==> config.mk <==
export PLATFORM = sky130hd
export DESIGN_NAME = cmwc_div
export DESIGN_NICKNAME = d
export VERILOG_FILES = /design/src/rtl/core/cmwc_pkg.sv /design/src/rtl/core/cmwc_div.sv
export SDC_FILE = /design/constraint.sdc
export NUM_CORES = 1
export LEC_CHECK = 0
export ABC_AREA = 1
export BUFFER_PORTS_ARGS = -buffer_cell sky130_fd_sc_hd__buf_2
export CAP_MARGIN = 20
export CORE_ASPECT_RATIO = 1.1
export CORE_MARGIN = 2
export CORE_UTILIZATION = 58
export DETAILED_ROUTE_END_ITERATION = 8
export PLACE_DENSITY = 0.81
export SLEW_MARGIN = 20
export SYNTH_ARGS = -nofsm -noshare
export SYNTH_HDL_FRONTEND = slang
export SYNTH_SLANG_ARGS = --single-unit
==> constraint.sdc <==
create_clock -name clk -period 2.9 [get_ports clk]
set_input_delay 0.435 -clock clk [delete_from_list [all_inputs] [get_ports clk]]
set_output_delay 0.435 -clock clk [all_outputs]
set_load 0.01 [all_outputs]
==> src/rtl/core/cmwc_pkg.sv <==
// Shared types and constants for the CMWC random generator.
package cmwc_pkg;

  localparam int DEF_TABLE_DEPTH = 4096;
  localparam int WORD_W = 32;
  localparam int CARRY_W = 19;
  localparam int MULT_W = 15;
  localparam int PROD_W = WORD_W + MULT_W;
  localparam int DIV_STEPS = WORD_W;
  localparam int DIV_CNT_W = $clog2(DIV_STEPS + 1);

  localparam logic [WORD_W-1:0] SEED_RESET = 32'd801239084;
  localparam logic [WORD_W-1:0] GOLDEN_STEP = 32'h9e3779b9;
  localparam logic [WORD_W-1:0] GOLDEN_STEP2 = 32'h3c6ef372;
  localparam logic [CARRY_W-1:0] CARRY_RESET = 19'd362436;
  localparam logic [MULT_W-1:0] MULTIPLIER = 15'd18782;
  localparam logic [WORD_W-1:0] COMPLEMENT_BASE = 32'hfffffffe;
  localparam logic [WORD_W-1:0] FULL_WORD = 32'hffffffff;

  typedef enum logic [2:0] {
    ST_FILL,
    ST_IDLE,
    ST_SCALE,
    ST_READ,
    ST_MUL,
    ST_UPD,
    ST_QUOT
  } state_t;

  typedef struct packed {
    logic              start;
    logic [WORD_W-1:0] dividend;
    logic [WORD_W-1:0] divisor;
  } div_req_t;

  typedef struct packed {
    logic              done;
    logic [WORD_W-1:0] quotient;
  } div_rsp_t;

endpackage

==> src/rtl/core/cmwc_div.sv <==
// Iterative restoring divider, one quotient bit per cycle.
module cmwc_div import cmwc_pkg::*; (
  input  logic     clk,
  input  logic     rst_n,
  input  div_req_t req,
  output div_rsp_t rsp
);

  logic                 run_r, run_nxt;
  logic                 done_r, done_nxt;
  logic [DIV_CNT_W-1:0] cnt_r, cnt_nxt;
  logic [WORD_W-1:0]    rem_r, rem_nxt;
  logic [WORD_W-1:0]    quo_r, quo_nxt;
  logic [WORD_W-1:0]    dvs_r, dvs_nxt;

  logic [WORD_W:0]      shifted;
  logic [WORD_W:0]      diff;
  logic                 ge;

  always_comb begin
    shifted = {rem_r, quo_r[WORD_W-1]};
    ge      = shifted >= {1'b0, dvs_r};
    diff    = shifted - {1'b0, dvs_r};
  end

  always_comb begin
    run_nxt  = run_r;
    done_nxt = 1'b0;
    cnt_nxt  = cnt_r;
    rem_nxt  = rem_r;
    quo_nxt  = quo_r;
    dvs_nxt  = dvs_r;
    if (req.start) begin
      run_nxt = 1'b1;
      cnt_nxt = DIV_CNT_W'(DIV_STEPS);
      rem_nxt = '0;
      quo_nxt = req.dividend;
      dvs_nxt = req.divisor;
    end else if (run_r) begin
      rem_nxt = ge ? diff[WORD_W-1:0] : shifted[WORD_W-1:0];
      quo_nxt = {quo_r[WORD_W-2:0], ge};
      cnt_nxt = cnt_r - DIV_CNT_W'(1);
      if (cnt_r == DIV_CNT_W'(1)) begin
        run_nxt  = 1'b0;
        done_nxt = 1'b1;
      end
    end
  end

  always_ff @(posedge clk) begin
    if (!rst_n) begin
      run_r  <= 1'b0;
      done_r <= 1'b0;
      cnt_r  <= '0;
    end else begin
      run_r  <= run_nxt;
      done_r <= done_nxt;
      cnt_r  <= cnt_nxt;
    end
    rem_r <= rem_nxt;
    quo_r <= quo_nxt;
    dvs_r <= dvs_nxt;
  end

  assign rsp.done     = done_r;
  assign rsp.quotient = quo_r;

endmodule

; ---- Word level (Yosys, flattened, before mapping)
; Cells that the tools add are included.
[totals]
regBits = 104
inputBits = 67
output_inout_bits = 33
word_cells = 25
[op_classes]
n_addsub = 2
n_lt_le_gt_ge = 1
n_eq_ne = 1
muxes = 9
n_bitwise = 2
reduce_logical = 3
[ops]
columns = cell, n
row1 = $mux W32, 3
row2 = $ge A33 B32 Y1, 1
row3 = $sub A32 B32 Y32, 1
row4 = $mux W6, 2
row5 = $eq A6 B1 Y1 const B, 1
row6 = $sub A6 B1 Y6 const B, 1
row7 = $mux W1, 4
row8 = $reduce_or A3 Y1, 1
row9 = $not A1 Y1, 2
row10 = $reduce_bool A2 Y1, 1
row11 = $reduce_or A2 Y1, 1

; ---- Logic depth before layout (Yosys ltp)
[logic_depth]
depth_word = 4
mapped_depth = 17
depth_no_buf = 16

; ---- Worst setup path before layout
; Ideal clock, no wire load.
[synth_timing]
kind = input -> register
from = input port req[64] in the netlist's numbering
to = register quo_r[0] (enable)
setup_ns = 0.410
t_arrival_ns = 1.947
required_ns = 2.490
path_slack_ns = 0.544
stages = 4
path_buffers = 2
path_cell_list = clkbuf_1 nor2_1 inv_1 clkbuf_1
[synth_via]
elab_chain_cells = 1
[synth_lines]
columns = element, line_no
row1 = from (decl), cmwc_div.sv:5  ; input div_req_t req,
row2 = $reduce_bool A2 Y1 (no source line), --
row3 = to (signal assigned), cmwc_div.sv:61  ; quo_r <= quo_nxt;
row4 = to (decl), cmwc_div.sv:13  ; logic [WORD_W-1:0] quo_r, quo_nxt;
; No other way between the ends.
; A chain may end at the register's enable or synchronous reset.

; ---- Final worst setup path
[layout_timing]
from = register dvs_r[23]
to = register rem_r[2]
[layout_via]
elab_chain_cells = 2
[layout_lines]
columns = element, line_no
row1 = from (decl), cmwc_div.sv:14  ; logic [WORD_W-1:0] dvs_r, dvs_nxt;
row2 = from (signal assigned), cmwc_div.sv:62  ; dvs_r <= dvs_nxt;
row3 = $ge A33 B32 Y1, cmwc_div.sv:22  ; ge = shifted >= {1'b0, dvs_r};
row4 = $mux W32, cmwc_div.sv:40  ; rem_nxt = ge ? diff[WORD_W-1:0] : shifted[WORD_W-1:0];
row5 = to (signal assigned), cmwc_div.sv:60  ; rem_r <= rem_nxt;
row6 = to (decl), cmwc_div.sv:12  ; logic [WORD_W-1:0] rem_r, rem_nxt;
; No other way between the ends.

==> results.py <==
metrics = {
    "run_status": {
        "status": "finished, final reports clean",
    },
    "floorplanning": {
        "core_um2": 11500,
        "die_w_um": 108,
        "dieArea_um2": 12800,
        "initial_utilization_pct": 60.0,
        "num_rows": 41,
        "io_pins": 100,
        "die_h_um": 119,
    },
    "sta": {
        "final.setup.tns_ps": 0,
        "fin_crit_ps": 2500,
        "fmax_mhz": 401,
        "slew_headroom_pct": 62.8,
        "finalMaxSlewViolations": 0,
        "worstMarginPinSlew_ps": 559,
        "fin_skew_ps": 4.68,
        "final_hold_viol_count": 0,
        "fin_crit_sh_pct": 86.0,
        "setup_violations": 0,
        "rsz0062_at_grt": "no",
    },
    "finish": {
        "multi_input_area_um2": 3370,
        "drive_gt1_share_pct": 14.0,
        "post-route-util_pct": 68.0,
        "final_common_cell": "nand2_1",
        "mostFrequentLayoutCells": "nand2_1 (413), inv_1 (183), buf_2 (99), nand3_1 (73), edfxtp_1 (64)",
        "nFillCells": 1052,
        "finalNetCount": 1198,
        "area_growth_pct": 13.3,
        "seqCellArea_um2": 2720,
        "antenna_cells": 0,
    },
    "synth": {
        "syn_area_per_cell_um2": 6.93,
        "synth-seq-cells": 104,
        "synth-async-reset-ratio_pct": 0,
        "syn_area_um2": 6930,
        "synth_area_leaders": "edfxtp_1 (28%), nand2_1 (22%), dfxtp_1 (12%)",
        "yosys.area.top_type_share_pct": 27.7,
        "ys_types": 38,
        "synth_edf_count": 64,
        "seq_area_frac_synth_pct": 39.3,
        "yosys_most_used_dff": "edfxtp_1",
        "yosys_warnings": 0,
        "netlist_instances": 1000,
        "synth_top_cell_by_area": "edfxtp_1",
        "synth_fp_nets": 1102,
    },
    "power_and_ir_drop": {
        "vdd_drop_max_mv": 0.358,
        "pwr_density_cell_nw_per_um2": 441,
        "p_leak_nw": 4.30,
    },
    "drt": {
        "routed_via_density": 5.06,
        "drt_iter0_markers": 338,
        "wl_um": 17400,
        "dr.pass1.iters": 5,
        "vias": 6326,
        "drc": 0,
        "avgRoutedWirePerCell_um": 13.9,
        "postRouteAntennaNets": 0,
    },
    "clocking": {
        "clk_latency_ps": 360,
        "cts_resized": 0,
        "numCtsBuffers": 9,
        "cts_tree": "done",
        "clockRootBuffer": "clkbuf_16",
        "cts_setup_buffers": 0,
        "clock-sinks": 104,
        "cts_hold_buf": 0,
        "clock_path_buffers": 2,
        "htree_levels": 3,
        "path_clk_slew_ps": 70,
    },
    "placed_design": {
        "dp_hpwl_um": 13300,
        "gp_routability_congestion": 0.939,
        "placement.io_buffers": 99,
    },
    "flow_run": {
        "maxCapViolCount": 0,
    },
    "setup_path": {
        "crit_required_ps": 3140,
        "endpoint_kind": "register",
        "crit_fanout": 32,
        "crit_arrival_ps": 2740,
        "crit_type": "register to register",
        "cp-start-kind": "register",
    },
    "grt": {
        "grt.overflow.total": 0,
        "grt_start_max_net_pins": 46,
        "grt_pass1_wl_um": 29000,
        "first_global_vias": 6170,
        "antenna_found_initial": 0,
        "grt_util_all_layers_pct": 28.5,
    },
    "worst_hold_path": {
        "hold_class": "input port to register",
    },
}
-- routing by layer --
| metal | share of wire [%] | global-route usage, % | wire length [µm] | vias to the layer above |
|---|---|---|---|---|
| met5 | 0 | 0 | 0 | - |
| li1 | - | - | - | 3279 |
| met1 | 43 | 35.2 | 7460 | 2834 |
| met4 | 2.0 | 9.13 | 345 | 0 |
| met2 | 49 | 50.3 | 8580 | 194 |
| met3 | 5.8 | 4.52 | 1010 | 19 |
-- power breakdown --
part,total (mW),leakage (nW),internal (mW),switching [mW]
clock,1.27,0.148,0.679,0.594
sequential,1.72,0.965,1.68,0.0420
combinational,0.475,3.18,0.173,0.301
total,3.47,4.30,2.53,0.937
-- critical path, stage by stage (launching register included) --
cell and delay, ps:
edfxtp_1 330, inv_1 50, ha_1 430, nand2_2 150, nor2_1 160, nand2_1 100, nor3_2 130, nand2_2 290
nand2_4 450, nand2_1 120, nand3_1 90, o21ai_1 60
-- state kept, by name, indices dropped and copies added, names as in the netlist --
| signal | flops |
|---|---|
| rem_r | 32 |
| quo_r | 32 |
| done_r | 1 |
| cnt_r | 6 |
| run_r | 1 |
| dvs_r | 32 |
-- synth_stat cells, drive strengths merged, types with 2 or more instances --
cell,number
clkbuf,12
edfxtp,64
and2,4
inv,185
o21ai,15
buf,11
nand3b,14
a21oi,22
nor3b,3
dfxtp,40
nor2,51
nand3,82
xnor2,14
o21bai,3
o21a,2
ha,34
nand2,423
nor3,6
nand4,8
-- layout make-up --
| type | count | area share [%] |
|---|---|---|
| inverter | 186 | 8.89 |
| clock buffer | 9 | 2.87 |
| clock inverter | 7 | 1.02 |
| tap | 150 | 2.39 |
| sequential | 104 | 34.7 |
| timing repair buffer | 108 | 7.17 |
| multi-input combinational | 687 | 43.0 |
-- path summary, 6_finish.rpt --
kind	from	end	slack (ps)	depth (start not counted)
setup / recovery	dvs_r[23]$_DFFE_PP_	rem_r[2]$_SDFFE_PP0P_	400	11
hold reg to reg	rem_r[11]$_SDFFE_PP0P_	rem_r[11]$_SDFFE_PP0P_	470	2
setup reg to reg	dvs_r[23]$_DFFE_PP_	rem_r[2]$_SDFFE_PP0P_	400	11
hold / removal	req[15]	dvs_r[15]$_DFFE_PP_	240	1
-- kinds of logic after synthesis --
| kind of cell | after synthesis | synth area share [%] |
|---|---|---|
| xor+xnor | 15 | 1.90 |
| flops | 104 | 39.3 |
| simple gates | 593 | 36.9 |
| buf+inv | 209 | 12.0 |
| fa+ha+maj | 35 | 6.43 |
| compound gates | 44 | 3.47 |
-- through the flow --
step / power [mW] / std cells / worst slack [ps] / cell area, µm² / hold WS, ps
6_report: 3.47 / 1251 / 405 / 7850 / 243
5_1_grt: 3.61 / 1251 / 123 / 7850 / 239
4_1_cts: 3.48 / 1251 / 389 / 7850 / 236
3_5_place_dp: 2.22 / 1235 / 425 / 7550 / 459
3_3_place_gp: 2.21 / 1235 / 421 / 7550 / 458
2_1_floorplan: 2.04 / 1000 / 544 / 6930 / 444
(Power assumes the default switching activity.)
